==> src/hdl/tds_pkg.sv <==
`timescale 1ns / 1ps

package tds_pkg;

  typedef enum logic [1:0] {
    CONTENT_READING = 2'd0,
    CONTENT_BRIGHT  = 2'd1,
    CONTENT_LOW     = 2'd2,
    CONTENT_CRIT    = 2'd3
  } content_e;

  typedef enum logic [1:0] {
    CFG_CRIT_LIMIT  = 2'd0,
    CFG_BRIGHT_HOLD = 2'd1,
    CFG_LOW_TICKS   = 2'd2
  } cfg_reg_e;

  localparam int unsigned CfgIdxW  = 2;
  localparam int unsigned CfgDataW = 9;

  localparam logic [7:0] CritLimitReset  = 8'd60;
  localparam logic [7:0] BrightHoldReset = 8'd30;
  localparam logic [8:0] LowTicksReset   = 9'd32;
  localparam logic [7:0] HumidityHi      = 8'd100;

  localparam logic [7:0] SEG_MINUS = 8'h40;
  localparam logic [7:0] SEG_DP    = 8'h80;
  localparam logic [7:0] SEG_H     = 8'h76;
  localparam logic [7:0] SEG_I     = 8'h06;
  localparam logic [7:0] SEG_B     = 8'h7C;
  localparam logic [7:0] SEG_R     = 8'h50;
  localparam logic [7:0] SEG_A     = 8'h77;
  localparam logic [7:0] SEG_T     = 8'h78;
  localparam logic [7:0] SEG_L     = 8'h38;
  localparam logic [7:0] SEG_O     = 8'h5C;
  localparam logic [7:0] SEG_C     = 8'h39;
  localparam logic [7:0] SEG_BLANK = 8'h00;

  // One classified display word passed from the front to the formatter.
  typedef struct packed {
    content_e    content;
    logic [15:0] red;
    logic [7:0]  blue;
    logic        power_down;
    logic        changed;
  } item_t;

  function automatic logic [7:0] digit_seg(input logic [3:0] d);
    logic [7:0] s;
    unique case (d)
      4'd0:    s = 8'h3F;
      4'd1:    s = 8'h06;
      4'd2:    s = 8'h5B;
      4'd3:    s = 8'h4F;
      4'd4:    s = 8'h66;
      4'd5:    s = 8'h6D;
      4'd6:    s = 8'h7D;
      4'd7:    s = 8'h07;
      4'd8:    s = 8'h7F;
      4'd9:    s = 8'h67;
      default: s = SEG_BLANK;
    endcase
    return s;
  endfunction

endpackage

==> src/hdl/thermo_display_sequencer.sv <==
`timescale 1ns / 1ps

// Thermometer display sequencer: one input word per display tick, one output word back.
// s_axis carries the tick inputs in tdata; a word is taken when tvalid and tready are high.
// m_axis carries six segment bytes, the power-down request and the changed flag in tdata,
// and the shown content code in tuser.
// cfg_we_i writes register cfg_idx_i (0 critical tick limit, 1 brightness hold ticks,
// 2 low-battery message ticks) from cfg_wdata_i at a rising edge. The user must write
// only while idle; the block does not enforce it. The front decides the content and
// updates all tick state in the cycle it takes a word, so a new word can be taken
// every cycle while the queue has room. A two-entry queue feeds a two-stage formatter
// (digit extraction, then segment selection into the output register).
// Throughput: one word per cycle while m_axis_tready stays high.
// When the receiver stalls, the output register holds its word, the formatter and queue
// fill, and s_axis_tready drops once both queue entries are in use.
// Reset clears the tick state, the latched reading, the power-down request and all valid
// flags, and loads the registers with 60, 30 and 32.
module thermo_display_sequencer (
  input  logic        clk_i,
  input  logic        rst_ni,
  input  logic        cfg_we_i,
  input  logic [1:0]  cfg_idx_i,
  input  logic [8:0]  cfg_wdata_i,
  input  logic        s_axis_tvalid,
  output logic        s_axis_tready,
  // [1:0] battery_level, [2] brightness_changed, [17:3] brightness_pct,
  // [18] sample_ready, [34:19] temperature, [42:35] humidity, [47:43] zero
  input  logic [47:0] s_axis_tdata,
  output logic        m_axis_tvalid,
  input  logic        m_axis_tready,
  // [7:0] seg_5, [15:8] seg_4, [23:16] seg_3, [31:24] seg_2, [39:32] seg_1,
  // [47:40] seg_0, [48] power_down, [49] shown_changed, [55:50] zero
  output logic [55:0] m_axis_tdata,
  // [1:0] content
  output logic [1:0]  m_axis_tuser
);

  tds_pkg::item_t    front_item, queue_item;
  tds_pkg::content_e content;
  logic              accept, queue_full, queue_valid, queue_pop;
  logic              power_down, shown_changed;
  logic [7:0]        seg_5, seg_4, seg_3, seg_2, seg_1, seg_0;

  assign s_axis_tready = !queue_full;
  assign accept        = s_axis_tvalid && !queue_full;

  tds_front u_front (
    .clk_i                (clk_i),
    .rst_ni               (rst_ni),
    .cfg_we_i             (cfg_we_i),
    .cfg_idx_i            (cfg_idx_i),
    .cfg_wdata_i          (cfg_wdata_i),
    .accept_i             (accept),
    .battery_level_i      (s_axis_tdata[1:0]),
    .brightness_changed_i (s_axis_tdata[2]),
    .brightness_pct_i     (s_axis_tdata[17:3]),
    .sample_ready_i       (s_axis_tdata[18]),
    .temperature_i        (s_axis_tdata[34:19]),
    .humidity_i           (s_axis_tdata[42:35]),
    .item_o               (front_item)
  );

  tds_queue u_queue (
    .clk_i   (clk_i),
    .rst_ni  (rst_ni),
    .push_i  (accept),
    .item_i  (front_item),
    .full_o  (queue_full),
    .pop_i   (queue_pop),
    .valid_o (queue_valid),
    .item_o  (queue_item)
  );

  tds_format u_format (
    .clk_i           (clk_i),
    .rst_ni          (rst_ni),
    .item_valid_i    (queue_valid),
    .item_i          (queue_item),
    .item_pop_o      (queue_pop),
    .out_valid_o     (m_axis_tvalid),
    .out_ready_i     (m_axis_tready),
    .seg_5_o         (seg_5),
    .seg_4_o         (seg_4),
    .seg_3_o         (seg_3),
    .seg_2_o         (seg_2),
    .seg_1_o         (seg_1),
    .seg_0_o         (seg_0),
    .content_o       (content),
    .power_down_o    (power_down),
    .shown_changed_o (shown_changed)
  );

  assign m_axis_tdata = {6'd0, shown_changed, power_down,
                         seg_0, seg_1, seg_2, seg_3, seg_4, seg_5};
  assign m_axis_tuser = content;

endmodule

==> src/hdl/tds_front.sv <==
`timescale 1ns / 1ps

module tds_front (
  input  logic                          clk_i,
  input  logic                          rst_ni,
  input  logic                          cfg_we_i,
  input  logic [tds_pkg::CfgIdxW-1:0]   cfg_idx_i,
  input  logic [tds_pkg::CfgDataW-1:0]  cfg_wdata_i,
  input  logic                          accept_i,
  input  logic [1:0]                    battery_level_i,
  input  logic                          brightness_changed_i,
  input  logic [14:0]                   brightness_pct_i,
  input  logic                          sample_ready_i,
  input  logic [15:0]                   temperature_i,
  input  logic [7:0]                    humidity_i,
  output tds_pkg::item_t                item_o
);

  logic [7:0] crit_limit_q, hold_ticks_q;
  logic [8:0] low_ticks_q;

  // The tick counter keeps only its low byte, the only part that is ever looked at.
  logic [7:0] tick_q, tick_d;
  logic [7:0] crit_q, crit_d;
  logic [7:0] hold_q, hold_d;
  logic [15:0] temp_q, temp_d;
  logic [7:0] hum_q, hum_d;
  logic       pd_q, pd_d;
  tds_pkg::content_e shown_content_q;
  logic [15:0] shown_red_q;
  logic [7:0]  shown_blue_q;

  tds_pkg::content_e content;
  logic [15:0] red;
  logic [7:0]  blue;
  logic [7:0]  crit_inc, hold_eff;
  logic        low_hit, changed;

  always_ff @(posedge clk_i or negedge rst_ni) begin
    if (!rst_ni) begin
      crit_limit_q <= tds_pkg::CritLimitReset;
      hold_ticks_q <= tds_pkg::BrightHoldReset;
      low_ticks_q  <= tds_pkg::LowTicksReset;
    end else if (cfg_we_i) begin
      unique case (tds_pkg::cfg_reg_e'(cfg_idx_i))
        tds_pkg::CFG_CRIT_LIMIT:  crit_limit_q <= cfg_wdata_i[7:0];
        tds_pkg::CFG_BRIGHT_HOLD: hold_ticks_q <= cfg_wdata_i[7:0];
        tds_pkg::CFG_LOW_TICKS:   low_ticks_q  <= cfg_wdata_i;
        default: ;
      endcase
    end
  end

  always_comb begin
    tick_d   = tick_q + 8'd1;
    crit_d   = crit_q;
    hold_d   = hold_q;
    temp_d   = temp_q;
    hum_d    = hum_q;
    pd_d     = pd_q;
    content  = tds_pkg::CONTENT_READING;
    red      = 16'd0;
    blue     = 8'd0;
    crit_inc = (crit_q == 8'hFF) ? crit_q : crit_q + 8'd1;
    hold_eff = brightness_changed_i ? hold_ticks_q : hold_q;
    low_hit  = ({1'b0, tick_d} < low_ticks_q);

    priority if (battery_level_i == 2'd2) begin
      crit_d  = crit_inc;
      content = tds_pkg::CONTENT_CRIT;
      if (crit_inc >= crit_limit_q) begin
        pd_d = 1'b1;
      end
    end else if (battery_level_i == 2'd1 && low_hit) begin
      crit_d  = 8'd0;
      content = tds_pkg::CONTENT_LOW;
    end else if (hold_eff != 8'd0) begin
      crit_d  = 8'd0;
      hold_d  = hold_eff - 8'd1;
      content = tds_pkg::CONTENT_BRIGHT;
      red     = {1'b0, brightness_pct_i};
    end else begin
      crit_d = 8'd0;
      hold_d = hold_eff;
      if (sample_ready_i) begin
        temp_d = temperature_i;
        hum_d  = humidity_i;
      end
      red  = temp_d;
      blue = hum_d;
    end

    priority if (content != shown_content_q) begin
      changed = 1'b1;
    end else if (content == tds_pkg::CONTENT_READING) begin
      changed = (red != shown_red_q) || (blue != shown_blue_q);
    end else if (content == tds_pkg::CONTENT_BRIGHT) begin
      changed = (red != shown_red_q);
    end else begin
      changed = 1'b0;
    end
  end

  always_ff @(posedge clk_i or negedge rst_ni) begin
    if (!rst_ni) begin
      tick_q          <= 8'd0;
      crit_q          <= 8'd0;
      hold_q          <= 8'd0;
      temp_q          <= 16'd0;
      hum_q           <= 8'd0;
      pd_q            <= 1'b0;
      shown_content_q <= tds_pkg::CONTENT_READING;
      shown_red_q     <= 16'd0;
      shown_blue_q    <= 8'd0;
    end else if (accept_i) begin
      tick_q          <= tick_d;
      crit_q          <= crit_d;
      hold_q          <= hold_d;
      temp_q          <= temp_d;
      hum_q           <= hum_d;
      pd_q            <= pd_d;
      shown_content_q <= content;
      shown_red_q     <= red;
      shown_blue_q    <= blue;
    end
  end

  assign item_o.content    = content;
  assign item_o.red        = red;
  assign item_o.blue       = blue;
  assign item_o.power_down = pd_d;
  assign item_o.changed    = changed;

endmodule

==> src/hdl/tds_queue.sv <==
`timescale 1ns / 1ps

module tds_queue (
  input  logic           clk_i,
  input  logic           rst_ni,
  input  logic           push_i,
  input  tds_pkg::item_t item_i,
  output logic           full_o,
  input  logic           pop_i,
  output logic           valid_o,
  output tds_pkg::item_t item_o
);

  tds_pkg::item_t mem_q [2];
  logic           wr_ptr_q, rd_ptr_q;
  logic [1:0]     count_q;
  logic           do_push, do_pop;

  assign full_o  = (count_q == 2'd2);
  assign valid_o = (count_q != 2'd0);
  assign item_o  = mem_q[rd_ptr_q];
  assign do_push = push_i && !full_o;
  assign do_pop  = pop_i && valid_o;

  always_ff @(posedge clk_i) begin
    if (do_push) begin
      mem_q[wr_ptr_q] <= item_i;
    end
  end

  always_ff @(posedge clk_i or negedge rst_ni) begin
    if (!rst_ni) begin
      wr_ptr_q <= 1'b0;
      rd_ptr_q <= 1'b0;
      count_q  <= 2'd0;
    end else begin
      if (do_push) begin
        wr_ptr_q <= ~wr_ptr_q;
      end
      if (do_pop) begin
        rd_ptr_q <= ~rd_ptr_q;
      end
      unique case ({do_push, do_pop})
        2'b10:   count_q <= count_q + 2'd1;
        2'b01:   count_q <= count_q - 2'd1;
        default: count_q <= count_q;
      endcase
    end
  end

endmodule

==> src/hdl/tds_format.sv <==
`timescale 1ns / 1ps

module tds_format (
  input  logic           clk_i,
  input  logic           rst_ni,
  input  logic           item_valid_i,
  input  tds_pkg::item_t item_i,
  output logic           item_pop_o,
  output logic           out_valid_o,
  input  logic           out_ready_i,
  output logic [7:0]     seg_5_o,
  output logic [7:0]     seg_4_o,
  output logic [7:0]     seg_3_o,
  output logic [7:0]     seg_2_o,
  output logic [7:0]     seg_1_o,
  output logic [7:0]     seg_0_o,
  output tds_pkg::content_e content_o,
  output logic           power_down_o,
  output logic           shown_changed_o
);

  // Digit stage
  typedef struct packed {
    tds_pkg::content_e content;
    logic       power_down;
    logic       changed;
    logic       neg;
    logic [1:0] d4;
    logic [3:0] d3;
    logic [3:0] d2;
    logic [3:0] d1;
    logic [3:0] d0;
    logic       blue_hi;
    logic [3:0] blue_tens;
    logic [3:0] blue_ones;
  } digits_t;

  digits_t    dig_d, dig_q;
  logic       dig_valid_q, out_valid_q;
  logic       adv_out, adv_dig;

  logic [15:0] mag;
  logic [7:0]  ip, fp;
  logic [6:0]  rem;
  logic [14:0] rem_mul;
  logic [11:0] frac10;
  logic [14:0] frac100;
  logic [6:0]  hund;
  logic [15:0] blue_mul;

  assign adv_out    = !out_valid_q || out_ready_i;
  assign adv_dig    = !dig_valid_q || adv_out;
  assign item_pop_o = adv_dig && item_valid_i;

  always_comb begin
    mag = item_i.red[15] ? (~item_i.red + 16'd1) : item_i.red;
    ip  = mag[15:8];
    fp  = mag[7:0];
    priority if (ip >= 8'd200) begin
      dig_d.d4 = 2'd2;
      rem      = 7'(ip - 8'd200);
    end else if (ip >= 8'd100) begin
      dig_d.d4 = 2'd1;
      rem      = 7'(ip - 8'd100);
    end else begin
      dig_d.d4 = 2'd0;
      rem      = ip[6:0];
    end
    // Divide by ten through a reciprocal; exact for values below 180.
    rem_mul  = 15'(rem) * 15'd205;
    dig_d.d3 = rem_mul[14:11];
    dig_d.d2 = 4'(rem - 7'(dig_d.d3) * 7'd10);
    frac10   = 12'(fp) * 12'd10;
    frac100  = 15'(fp) * 15'd100;
    dig_d.d1 = frac10[11:8];
    hund     = frac100[14:8];
    dig_d.d0 = 4'(hund - 7'(dig_d.d1) * 7'd10);

    blue_mul        = 16'(item_i.blue) * 16'd205;
    dig_d.blue_hi   = (item_i.blue >= tds_pkg::HumidityHi);
    dig_d.blue_tens = blue_mul[14:11];
    dig_d.blue_ones = 4'(item_i.blue - 8'(dig_d.blue_tens) * 8'd10);

    dig_d.content    = item_i.content;
    dig_d.power_down = item_i.power_down;
    dig_d.changed    = item_i.changed;
    dig_d.neg        = item_i.red[15];
  end

  always_ff @(posedge clk_i) begin
    if (item_pop_o) begin
      dig_q <= dig_d;
    end
  end

  // Segment stage
  logic [7:0] r0, r1, r2, r3, b1, b0;
  logic [7:0] s4, s3, s2, s1, s0;
  logic       small_int, mid_int;

  always_comb begin
    s4 = tds_pkg::digit_seg({2'b00, dig_q.d4});
    s3 = tds_pkg::digit_seg(dig_q.d3);
    s2 = tds_pkg::digit_seg(dig_q.d2);
    s1 = tds_pkg::digit_seg(dig_q.d1);
    s0 = tds_pkg::digit_seg(dig_q.d0);
    small_int = (dig_q.d4 == 2'd0) && (dig_q.d3 == 4'd0);
    mid_int   = (dig_q.d4 == 2'd0);

    // Negative values give up the leftmost digit to the minus sign.
    priority if (small_int) begin
      r0 = dig_q.neg ? tds_pkg::SEG_MINUS : tds_pkg::SEG_BLANK;
      r1 = s2 | tds_pkg::SEG_DP;
      r2 = s1;
      r3 = s0;
    end else if (mid_int) begin
      if (dig_q.neg) begin
        r0 = tds_pkg::SEG_MINUS;
        r1 = s3;
        r2 = s2 | tds_pkg::SEG_DP;
        r3 = s1;
      end else begin
        r0 = s3;
        r1 = s2 | tds_pkg::SEG_DP;
        r2 = s1;
        r3 = s0;
      end
    end else begin
      if (dig_q.neg) begin
        r0 = tds_pkg::SEG_MINUS;
        r1 = s4;
        r2 = s3;
        r3 = s2 | tds_pkg::SEG_DP;
      end else begin
        r0 = s4;
        r1 = s3;
        r2 = s2 | tds_pkg::SEG_DP;
        r3 = s1;
      end
    end

    unique case (dig_q.content)
      tds_pkg::CONTENT_CRIT: begin
        r0 = tds_pkg::SEG_B;
        r1 = tds_pkg::SEG_A;
        r2 = tds_pkg::SEG_T;
        r3 = tds_pkg::SEG_T;
        b1 = tds_pkg::SEG_C;
        b0 = tds_pkg::SEG_R;
      end
      tds_pkg::CONTENT_LOW: begin
        r0 = tds_pkg::SEG_B;
        r1 = tds_pkg::SEG_A;
        r2 = tds_pkg::SEG_T;
        r3 = tds_pkg::SEG_T;
        b1 = tds_pkg::SEG_L;
        b0 = tds_pkg::SEG_O;
      end
      tds_pkg::CONTENT_BRIGHT: begin
        b1 = tds_pkg::SEG_B;
        b0 = tds_pkg::SEG_R;
      end
      default: begin
        b1 = dig_q.blue_hi ? tds_pkg::SEG_H : tds_pkg::digit_seg(dig_q.blue_tens);
        b0 = dig_q.blue_hi ? tds_pkg::SEG_I : tds_pkg::digit_seg(dig_q.blue_ones);
      end
    endcase
  end

  always_ff @(posedge clk_i) begin
    if (adv_out && dig_valid_q) begin
      seg_5_o         <= r0;
      seg_4_o         <= r1;
      seg_3_o         <= r2;
      seg_2_o         <= r3;
      seg_1_o         <= b1;
      seg_0_o         <= b0;
      content_o       <= dig_q.content;
      power_down_o    <= dig_q.power_down;
      shown_changed_o <= dig_q.changed;
    end
  end

  always_ff @(posedge clk_i or negedge rst_ni) begin
    if (!rst_ni) begin
      dig_valid_q <= 1'b0;
      out_valid_q <= 1'b0;
    end else begin
      if (adv_dig) begin
        dig_valid_q <= item_valid_i;
      end
      if (adv_out) begin
        out_valid_q <= dig_valid_q;
      end
    end
  end

  assign out_valid_o = out_valid_q;

endmodule

==> config.mk <==
export PLATFORM = sky130hd
export DESIGN_NAME = thermo_display_sequencer
export DESIGN_NICKNAME = d
export VERILOG_FILES = /design/src/hdl/tds_pkg.sv /design/src/hdl/thermo_display_sequencer.sv /design/src/hdl/tds_front.sv /design/src/hdl/tds_queue.sv /design/src/hdl/tds_format.sv
export SDC_FILE = /design/constraint.sdc
export NUM_CORES = 1
export LEC_CHECK = 0
export BUFFER_PORTS_ARGS = -buffer_cell sky130_fd_sc_hd__buf_2
export CORE_ASPECT_RATIO = 0.7
export CORE_MARGIN = 4
export CORE_UTILIZATION = 53
export DETAILED_ROUTE_END_ITERATION = 12
export GPL_ROUTABILITY_DRIVEN = 0
export PLACE_DENSITY = 0.71
export SYNTH_ARGS = -nofsm -noshare
export SYNTH_HDL_FRONTEND = slang
export SYNTH_SLANG_ARGS = --single-unit
==> constraint.sdc <==
create_clock -name clk_i -period 12.13 [get_ports clk_i]
set_clock_uncertainty 0.05 [all_clocks]
set_input_delay 1.8195 -clock clk_i [delete_from_list [all_inputs] [get_ports clk_i]]
set_output_delay 1.8195 -clock clk_i [all_outputs]
set_load 0.01 [all_outputs]
## After elaboration in Yosys (flattened, before gate mapping)

Memories as Yosys holds them, arrays and structs flattened. A register that Yosys moved wholly into a read port is not among the register bits.
Cells that the tools add are included.

- Word-level logic and storage cells: 172
- Bits of input ports: 64
- Register bits: 190
- ROM bits: 672
- Memories kept: 7
- Output and inout port bits: 60
- RAM bits: 56

Memories:

| name | depth | width | read ports | clocked after memory_dff | write ports | RTL line | source |
|---|---|---|---|---|---|---|---|
| (no name shown) | 16 | 7 | 1 | 1 | 0 | tds_pkg.sv:50 | `unique case (d)` |
| (no name shown) | 16 | 7 | 1 | 1 | 0 | tds_pkg.sv:50 |  |
| (no name shown) | 16 | 7 | 1 | 1 | 0 | tds_pkg.sv:50 |  |
| (no name shown) | 16 | 7 | 1 | 1 | 0 | tds_pkg.sv:50 |  |
| (no name shown) | 16 | 7 | 1 | 1 | 0 | tds_pkg.sv:50 |  |
| (no name shown) | 16 | 7 | 1 | 1 | 0 | tds_pkg.sv:50 |  |
| 1 more memories | - | - | - | - | - | - |  |

- $mul: 7
- Mux-type cells: 53
- Order comparisons: 5
- Equality and inequality tests: 18
- Add/subtract/negate cells: 11
- Bitwise operators: 6
- Reductions and logical operators: 27

Operators with widths:

| cell | number |
|---|---|
| $mux 8 | 24 |
| $mux 16 | 5 |
| $pmux 8 s3 | 2 |
| $mux 4 | 6 |
| $mux 7 | 3 |
| $add 16x1->16 const B | 1 |
| $add 8x1->8 const B | 2 |
| $eq 2x2->1 const B | 8 |
| $ge 8x7->1 const B | 2 |
| $ne 16x16->1 | 1 |
| $not 16->16 | 1 |
| $pmux 8 s2 | 1 |
| $mul 7x8->15 const B | 1 |
| $mul 8x8->15 const B | 1 |
| $sub 7x7->7 const B | 2 |
| $eq 2x1->1 const B | 6 |
| $mul 4x3->3 const B | 3 |
| $sub 4x4->4 | 3 |
| $mul 8x3->11 const B | 1 |
| $mul 8x5->10 const B | 1 |
| $lt 8x9->1 | 1 |
| $mux 1 | 9 |
| $eq 8x8->1 const B | 1 |
| $ge 8x8->1 | 1 |
| other kinds (20) | 41 |

## Longest topological paths before layout

Gate-level depths: netlist of run 1.
An unclocked memory read counts as a cell.

- Depth after elaboration: 11
- Gate-level depth with buffers: 45
- Mapped depth without buffers: 42

## By module

From an unflattened synthesis of run 1, not the netlist that was laid out.

- Cell total of the unflattened synthesis: 1,687
- Area, all modules: 17,854.6 um^2

By module, submodules not included:

| module | sequential area each (um^2) | cells an instance | instances | area an instance (um^2) |
|---|---|---|---|---|
| tds_format | 3,323.2 | 948 | 1 | 9,391.5 |
| tds_front | 2,513.7 | 623 | 1 | 6,165.9 |
| tds_queue | 1,781.7 | 105 | 1 | 2,223.4 |
| thermo_display_sequencer | 0.0 | 11 | 1 | 73.8 |

## Least setup slack after synthesis of run 1

Ideal clock, no wire load.

- Path kind: register -> register
- Start point: reg u_queue.rd_ptr_q
- End point: reg u_format.s2[0] (netlist name)
- Data arrival time: 9,379 ps
- Cell stages (with the launch flop): 46
- Path slack: 2,573 ps
- Clock period less this slack: 9,557 ps
- Setup time: 128 ps
- Data required time: 11,952 ps
- Buffers on the path: 4
- Cells stage by stage: dfrtp_1 buf_6 buf_6 buf_2 buf_1 mux2i_1 ha_1 nand3_1 o21ai_0 xnor2_1 inv_1 ha_1 or4b_1 a32oi_1 nor4_1 o21a_1 nor2_1 nor2_1 (+10 left out) a21oi_1 nor2b_1 o21ai_0 nand2_1 a221oi_2 a21oi_1 o21a_1 nor2_1 inv_1 fa_1 or3_1 a221o_1 nand2_1 xnor3_1 xnor2_2 mux2i_4 mux2i_1 o22ai_1

RTL lines:

| element | RTL line | source |
|---|---|---|
| start: declaration | tds_queue.sv:15 | `logic wr_ptr_q, rd_ptr_q;` |
| start signal: assignment | tds_queue.sv:41 | `rd_ptr_q <= ~rd_ptr_q;` |

==> results of run 1 <==
## kinds of logic (layout without fill, tap and decap cells)
kind of cell / count (synthesis) / in the layout
adders and majority gates: 190 / 190
DFF: 285 / 285
and+or+nand+nor: 475 / 475
xor gates and xnor gates: 93 / 93
AOI/OAI and AO/OA: 291 / 291
other: 1 / 9
muxes: 127 / 127
buffers and inverters: 205 / 316
## cell usage after synthesis, types with 4 or more instances
master    instances
nand2_1         217
ha_1            166
edfxtp_1        137
inv_1           137
nor2_1          111
dfrtp_1          97
o21ai_0          85
mux2i_1          76
a21oi_1          75
xnor2_1          61
mux2_2           44
clkbuf_1         43
dfxtp_1          42
nor3_1           34
xor2_1           30
fa_1             24
nand3_1          20
a21o_1           16
a211oi_1         14
and3_1           14
nand2b_1         14
nor2b_1          14
o31ai_1          14
a31oi_1          11
buf_4            11
o22ai_1          10
a22o_1            9
and2_1            9
dfstp_2           9
nor4_1            9
o21a_1            9
nand4_1           7
o21ai_1           7
buf_1             6
or3_1             5
nor3b_1           4
## area by class of cell
class | instances | area (sq um) | share of cell area (%)
inverters | 140 | 526 | 2.76
multi-input cells | 1185 | 8800 | 46.1
clock inverters | 14 | 154 | 0.807
clock buffers | 39 | 793 | 4.16
repair buffers | 123 | 653 | 3.42
flip-flops and latches | 285 | 7620 | 40.0
well taps | 420 | 526 | 2.76
## sequential cells by signal, indices dropped and copies added (netlist names), 7 cells and up, named ones only
| register | count |
|---|---|
| u_format.dig_q | 32 |
| u_format.s0 | 7 |
| u_format.s1 | 7 |
| u_format.s2 | 7 |
| u_format.s3 | 7 |
| u_format.seg_0_o | 7 |
| u_format.seg_1_o | 7 |
| u_format.seg_2_o | 8 |
| u_format.seg_3_o | 8 |
| u_format.seg_4_o | 8 |
| u_format.seg_5_o | 7 |
| u_front.crit_limit_q | 8 |
| u_front.crit_q | 8 |
| u_front.hold_q | 8 |
| u_front.hold_ticks_q | 8 |
| u_front.hum_q | 8 |
| u_front.low_ticks_q | 9 |
| u_front.shown_blue_q | 8 |
| u_front.shown_red_q | 16 |
| u_front.temp_q | 16 |
| u_front.tick_q | 8 |
| u_queue.mem_q | 56 |
## critical path: cells and delay by family (launching register included)
family / cells / cell delay, ps
fa+ha+maj: 7 / 2650
simple gates: 12 / 2110
flops: 1 / 790
compound gates: 11 / 2400
mux: 2 / 750
buf+inv: 5 / 800
xor+xnor: 4 / 1060
## per-layer routing
metal	vias to the layer above	global-route usage (%)
li1	5994	-
met2	283	30.6
met5	-	0
met4	0	3.42
met3	46	3.82
met1	5804	32.4
## stage by stage
stage	cells	util, %
after detailed placement	2153	57.4
after CTS	2206	60.4
final	2206	60.4
after floorplan	1675	-
after global routing	2206	60.4
after global placement	2153	57.4
## how the worst max path moves through the flow
stage | to | start | cells past startpoint
floorplan | u_format.s2[0] | u_queue.rd_ptr_q | 45
global placement | u_format.s2[4] | u_queue.rd_ptr_q | 41
detailed placement | u_format.s2[6] | u_queue.rd_ptr_q | 41
CTS | u_format.s2[6] | u_queue.rd_ptr_q | 41
global route | u_format.s2[5] | u_queue.rd_ptr_q | 40
finish | u_format.s2[3] | u_queue.rd_ptr_q | 41
==> summary.txt, run 1 <==
Synth
  – Most used flip-flop cell after synthesis: edfxtp_1
  – Simple-Gate Fraction of Synth Area: 12.5%
  – Mapped Area: about 17000 sq um
  – Main combinational cell family by area after synthesis: adder cells
  – Compound-Gate Fraction of Synth Area: around 11%
  – Post-synthesis cell type count: 88
  – #FFs+latches synth: ~290
  – Post-synth top area cell: edfxtp_1
  – Syn Inst Count: 1667
  – Post-synth EDFFs: approximately 140
  – Warnings from Yosys: 0
  – Share of the synthesized area in the top cell type: 23.9%
  – Mean Syn Cell Area: around 10 sq um
  – Synth Area in XOR/XNOR: between 4 and 5%
  – Adder-cell share of the synthesized area: between 10 and 15%
  – Seq/Total Area, Yosys: 44.3%
  – Mux contribution to synthesized area: 7.99%
  – Async SR Flop Fraction: a little under two fifths
  – Largest cells by area after synthesis: edfxtp_1, dfrtp_1, ha_1

Critical path
  – CP Data Arrival Time: approximately 11000 ps
  – CP Launch Type: flip-flop
  – Reg2Reg Setup Slack: about 1400 ps
  – RR Startpoint: u_queue.rd_ptr_q
  – Slowest-stage cell, CP: dfrtp_2
  – R2R cell count: 41
  – Critical path type: flip-flop to flip-flop
  – Peak fanout along the critical path: 30
  – CP Capture Type: flip-flop
  – CP peak stage delay: 790 ps
  – CP required: around 13000 ps
  – Reg-to-Reg End: u_format.s2[3]

CTS
  – H-tree depth: 1
  – Post-CTS Setup Repair Bufs: 0
  – Root Buffer: clkbuf_16
  – PostCTS Resize Cnt: 0
  – Clock Sinks: approximately 290
  – Clk buf depth: 3
  – Clock-pin slew on the worst setup and hold paths: ~70 ps
  – Clk_lat worst skew: around 560 ps
  – Hold-fix buffers, CTS: 0
  – TritonCTS clock tree: built
  – TritonCTS Buffers: 29

STA
  – RSZ-0062 raised after global routing: false
  – Total negative slack: 0 ps
  – Relative slew margins: 22.7%
  – Final hold viol count: 0
  – Hold slack final: between 300 and 400 ps
  – Final setup vio count: 0
  – Fmax: 0.0934 GHz
  – Final period utilization: 88.3%
  – PnR worst setup slack: ~1400 ps
  – Max Slew Vio Count: 0
  – Period minus WS final: between 10000 and 15000 ps
  – Tightest Pin Transition: approximately 1200 ps

Final layout
  – Share of cells above drive strength 1: between 10 and 15%
  – Nets: ~2k
  – # diodes: 0
  – Most common cell after layout, fill and taps aside: nand2_1
  – FILL cells: around 2.6k
  – Design Area, Final: 19100 sq um
  – Most frequent cells in the layout: nand2_1, ha_1, edfxtp_1, inv_1, nor2_1
  – Layout area overhead: 10.8%

Routing
  – Pre-antenna DRT Iters: 5
  – DRC violation count after routing: 0
  – DR WL met3: around 2400 um
  – Number of routed nets with antenna violations: 0
  – First-iteration detailed-routing DRC count: around 1.1k
  – DR vias/cell: approximately 5.5
  – Routed wl met2: between 15000 and 20000 um
  – Via count: ~12k
  – DRT met1 WL: ~19000 um
  – Highest metal used: met4
  – Drt total wl: 37400 um
  – Routed len/inst: 16.9 um

Min path
  – Hold_sp: u_format.dig_q[28]
  – Hold path cells: 0
  – Worst hold path endpoint: u_format.shown_changed_o
  – Hold Crit Class: flip-flop to flip-flop

Place
  – Hpwl dp: 28100 um
  – Pre-CTS setup slack: approximately 1600 ps
  – Count of buffers from port buffering: 109
  – DP Area: ~18000 sq um

Die
  – Io pins: 124
  – Std-Cell Rows: 54
  – Initial Utilization: a little over half
  – Die W: 223 um
  – Die Y: 159 um
  – Core Area: roughly 32000 sq um
  – DIE AREA: approximately 35000 sq um

Status
  – Status: complete, no violations

Global route
  – Grt ovf: 0
  – First-pass GRT wire length: between 60000 and 70000 um
  – Largest net degree at the start of global routing: 72
  – GRT Resource Usage Total: around a fifth
  – Vias in the first global route: 11.8k
  – Antenna violations before repair: 0

Job
  – Maxcap violations: 0
Power of run 1 is left out: the tool's default activity adds up to more than one toggle a clock period on the data nets, which glitch-free logic cannot reach.
==> inputs of run 2 (changes only) <==
--- a/config.mk
+++ b/config.mk
@@ -7,7 +7,6 @@
 export LEC_CHECK = 0
 export BUFFER_PORTS_ARGS = -buffer_cell sky130_fd_sc_hd__buf_2
 export CORE_ASPECT_RATIO = 0.7
-export CORE_MARGIN = 4
 export CORE_UTILIZATION = 53
 export DETAILED_ROUTE_END_ITERATION = 12
 export GPL_ROUTABILITY_DRIVEN = 0
==> run 2 against run 1 <==
Register-to-register slack worse by 310 ps. First-iteration DRC count down 19%. Fmax down 2.8%. Wire length down 1.1%. Clock-buffer cell count up 3. Highest routed layer unchanged.
==> summary.txt, run 2 (same netlist as run 1, synthesis figures left out) <==
Status
  – Status: complete, no violations (unchanged)

CTS
  – Clk buf depth: 3 (unchanged)
  – Clock-pin slew on the worst setup and hold paths: 60 ps (was 70 ps)
  – Clock Sinks: 285 (unchanged)
  – Clk_lat worst skew: 560 ps (about the same)
  – H-tree depth: 1 (unchanged)
  – Hold-fix buffers, CTS: 0 (unchanged)
  – Root Buffer: clkbuf_16 (unchanged)
  – PostCTS Resize Cnt: 0 (unchanged)
  – TritonCTS Buffers: 29 (unchanged)
  – Post-CTS Setup Repair Bufs: 0 (unchanged)
  – TritonCTS clock tree: built (unchanged)

Min path
  – Worst hold path endpoint: u_format.shown_changed_o (unchanged)
  – Hold_sp: u_format.dig_q[28] (unchanged)
  – Hold path cells: 0 (unchanged)
  – Hold Crit Class: flip-flop to flip-flop (unchanged)

Place
  – Hpwl dp: 27700 um (was 28100 um)
  – Pre-CTS setup slack: 1250 ps (was 1620 ps)
  – Count of buffers from port buffering: 109 (unchanged)
  – DP Area: 18100 sq um (about the same)

Critical path
  – CP Launch Type: flip-flop (unchanged)
  – R2R cell count: 40 (was 41)
  – CP Data Arrival Time: 11450 ps (was 11130 ps)
  – CP required: 12560 ps (was 12550 ps)
  – CP Capture Type: flip-flop (unchanged)
  – CP peak stage delay: 1080 ps (was 790 ps)
  – Reg-to-Reg End: u_format.s2[3] (unchanged)
  – RR Startpoint: u_queue.rd_ptr_q (unchanged)
  – Peak fanout along the critical path: 48 (was 30)
  – Critical path type: flip-flop to flip-flop (unchanged)
  – Slowest-stage cell, CP: dfrtp_2 (unchanged)
  – Reg2Reg Setup Slack: 1110 ps (was 1420 ps)

Global route
  – Grt ovf: 0 (unchanged)
  – Largest net degree at the start of global routing: 72 (unchanged)
  – Vias in the first global route: 11.5k (was 11.8k)
  – GRT Resource Usage Total: 22.7% (was 20.7%)
  – First-pass GRT wire length: 60200 um (was 61000 um)
  – Antenna violations before repair: 1 (was 0)

Routing
  – DRC violation count after routing: 0 (unchanged)
  – Drt total wl: 36900 um (was 37400 um)
  – First-iteration detailed-routing DRC count: 855 (was 1051)
  – Pre-antenna DRT Iters: 5 (unchanged)
  – DR vias/cell: 5.55 (was 5.50)
  – Routed len/inst: 16.8 um (was 16.9 um)
  – Number of routed nets with antenna violations: 0 (unchanged)
  – Via count: 12.2k (was 12.1k)

STA
  – Period minus WS final: 11020 ps (was 10710 ps)
  – Hold slack final: 378 ps (was 371 ps)
  – PnR worst setup slack: 1110 ps (was 1420 ps)
  – RSZ-0062 raised after global routing: false (unchanged)
  – Fmax: 0.0907 GHz (was 0.0934 GHz)
  – Max Slew Vio Count: 0 (unchanged)
  – Tightest Pin Transition: 1200 ps (was 1160 ps)
  – Final setup vio count: 0 (unchanged)
  – Total negative slack: 0 ps (unchanged)
  – Final period utilization: 90.9% (was 88.3%)
  – Relative slew margins: 19.7% (was 22.7%)
  – Final hold viol count: 0 (unchanged)

Die
  – Core Area: 31600 sq um (unchanged)
  – Die Y: 153 um (was 159 um)
  – Die W: 217 um (was 223 um)
  – Std-Cell Rows: 54 (unchanged)
  – Initial Utilization: 54.6% (unchanged)
  – DIE AREA: 33200 sq um (was 35500 sq um)
  – Io pins: 124 (unchanged)

Final layout
  – Biggest regs: u_queue.mem_q x56, u_format.dig_q x32 (unchanged)
  – Design Area, Final: 19100 sq um (about the same)
  – Layout area overhead: 10.9% (was 10.8%)
  – Most flop-heavy register: u_queue.mem_q (unchanged)
  – Max reg flops: 56 (unchanged)
  – Most frequent cells in the layout: nand2_1, ha_1, edfxtp_1, inv_1, nor2_1 (unchanged)
  – Share of cells above drive strength 1: 14.2% (about the same)
  – Nets: 2016 (was 2018)
  – Most common cell after layout, fill and taps aside: nand2_1 (unchanged)

Job
  – Maxcap violations: 0 (unchanged)
==> run 2: cell count changes in the layout (fill, tap and decap cells not counted) <==
cell / delta
clkinv_4: -1
clkbuf_1: -1
clkbuf_4: +2
diode_2: +1
clkbuf_8: +1
clkinvlp_4: +1
clkbuf_16: +1
inv_4: +1
clkinvlp_2: +2
clkinv_2: -6
buf_4: -2
==> run 2: metrics by stage <==
stage | utilization, % | std cells
CTS | 60.5 | 2204
global route | 60.5 | 2205
floorplan | - | 1675
detailed placement | 57.4 | 2151
finish | 60.5 | 2205
global placement | 57.4 | 2151
==> run 2: layout make-up <==
class                   count  area (sq um)
well taps                 420           526
inverters                 140           526
clock buffers              42           843
repair buffers            121           638
clock inverters            11           139
fillers                  2592         12500
flip-flops and latches    285          7620
diodes                      1          2.50
multi-input cells        1185          8800
==> run 2: worst max path at each step <==
stage,start,end,slack (ps),cells after the start
after floorplan,u_queue.rd_ptr_q,u_format.s2[0],2570,45
after global routing,u_queue.rd_ptr_q,u_format.s2[6],380,40
final,u_queue.rd_ptr_q,u_format.s2[3],1110,40
after detailed placement,u_queue.rd_ptr_q,u_format.s2[3],1250,40
after global placement,u_queue.rd_ptr_q,u_format.s2[3],1600,40
after CTS,u_queue.rd_ptr_q,u_format.s2[3],1190,40
==> run 2: worst max-delay path: cells and delay by family, from the launching register on <==
family / cells / cell delay, ps
AND/OR/NAND/NOR: 12 / 2560
AO/OA/AOI/OAI: 12 / 2860
multiplexers: 1 / 340
adder cells (fa/ha/maj): 7 / 2620
XOR/XNOR: 4 / 1070
flip-flops: 1 / 1080
buffers and inverters: 4 / 350
==> run 2: per-layer routing <==
metal	up-vias	routed length, um	global-route usage, %
li1	5997	-	-
met3	51	2300	4.25
met5	-	0	0
met1	5880	18800	35.9
met4	0	555	4.16
met2	306	15300	32.1
Power of run 2 is left out for the same reason.
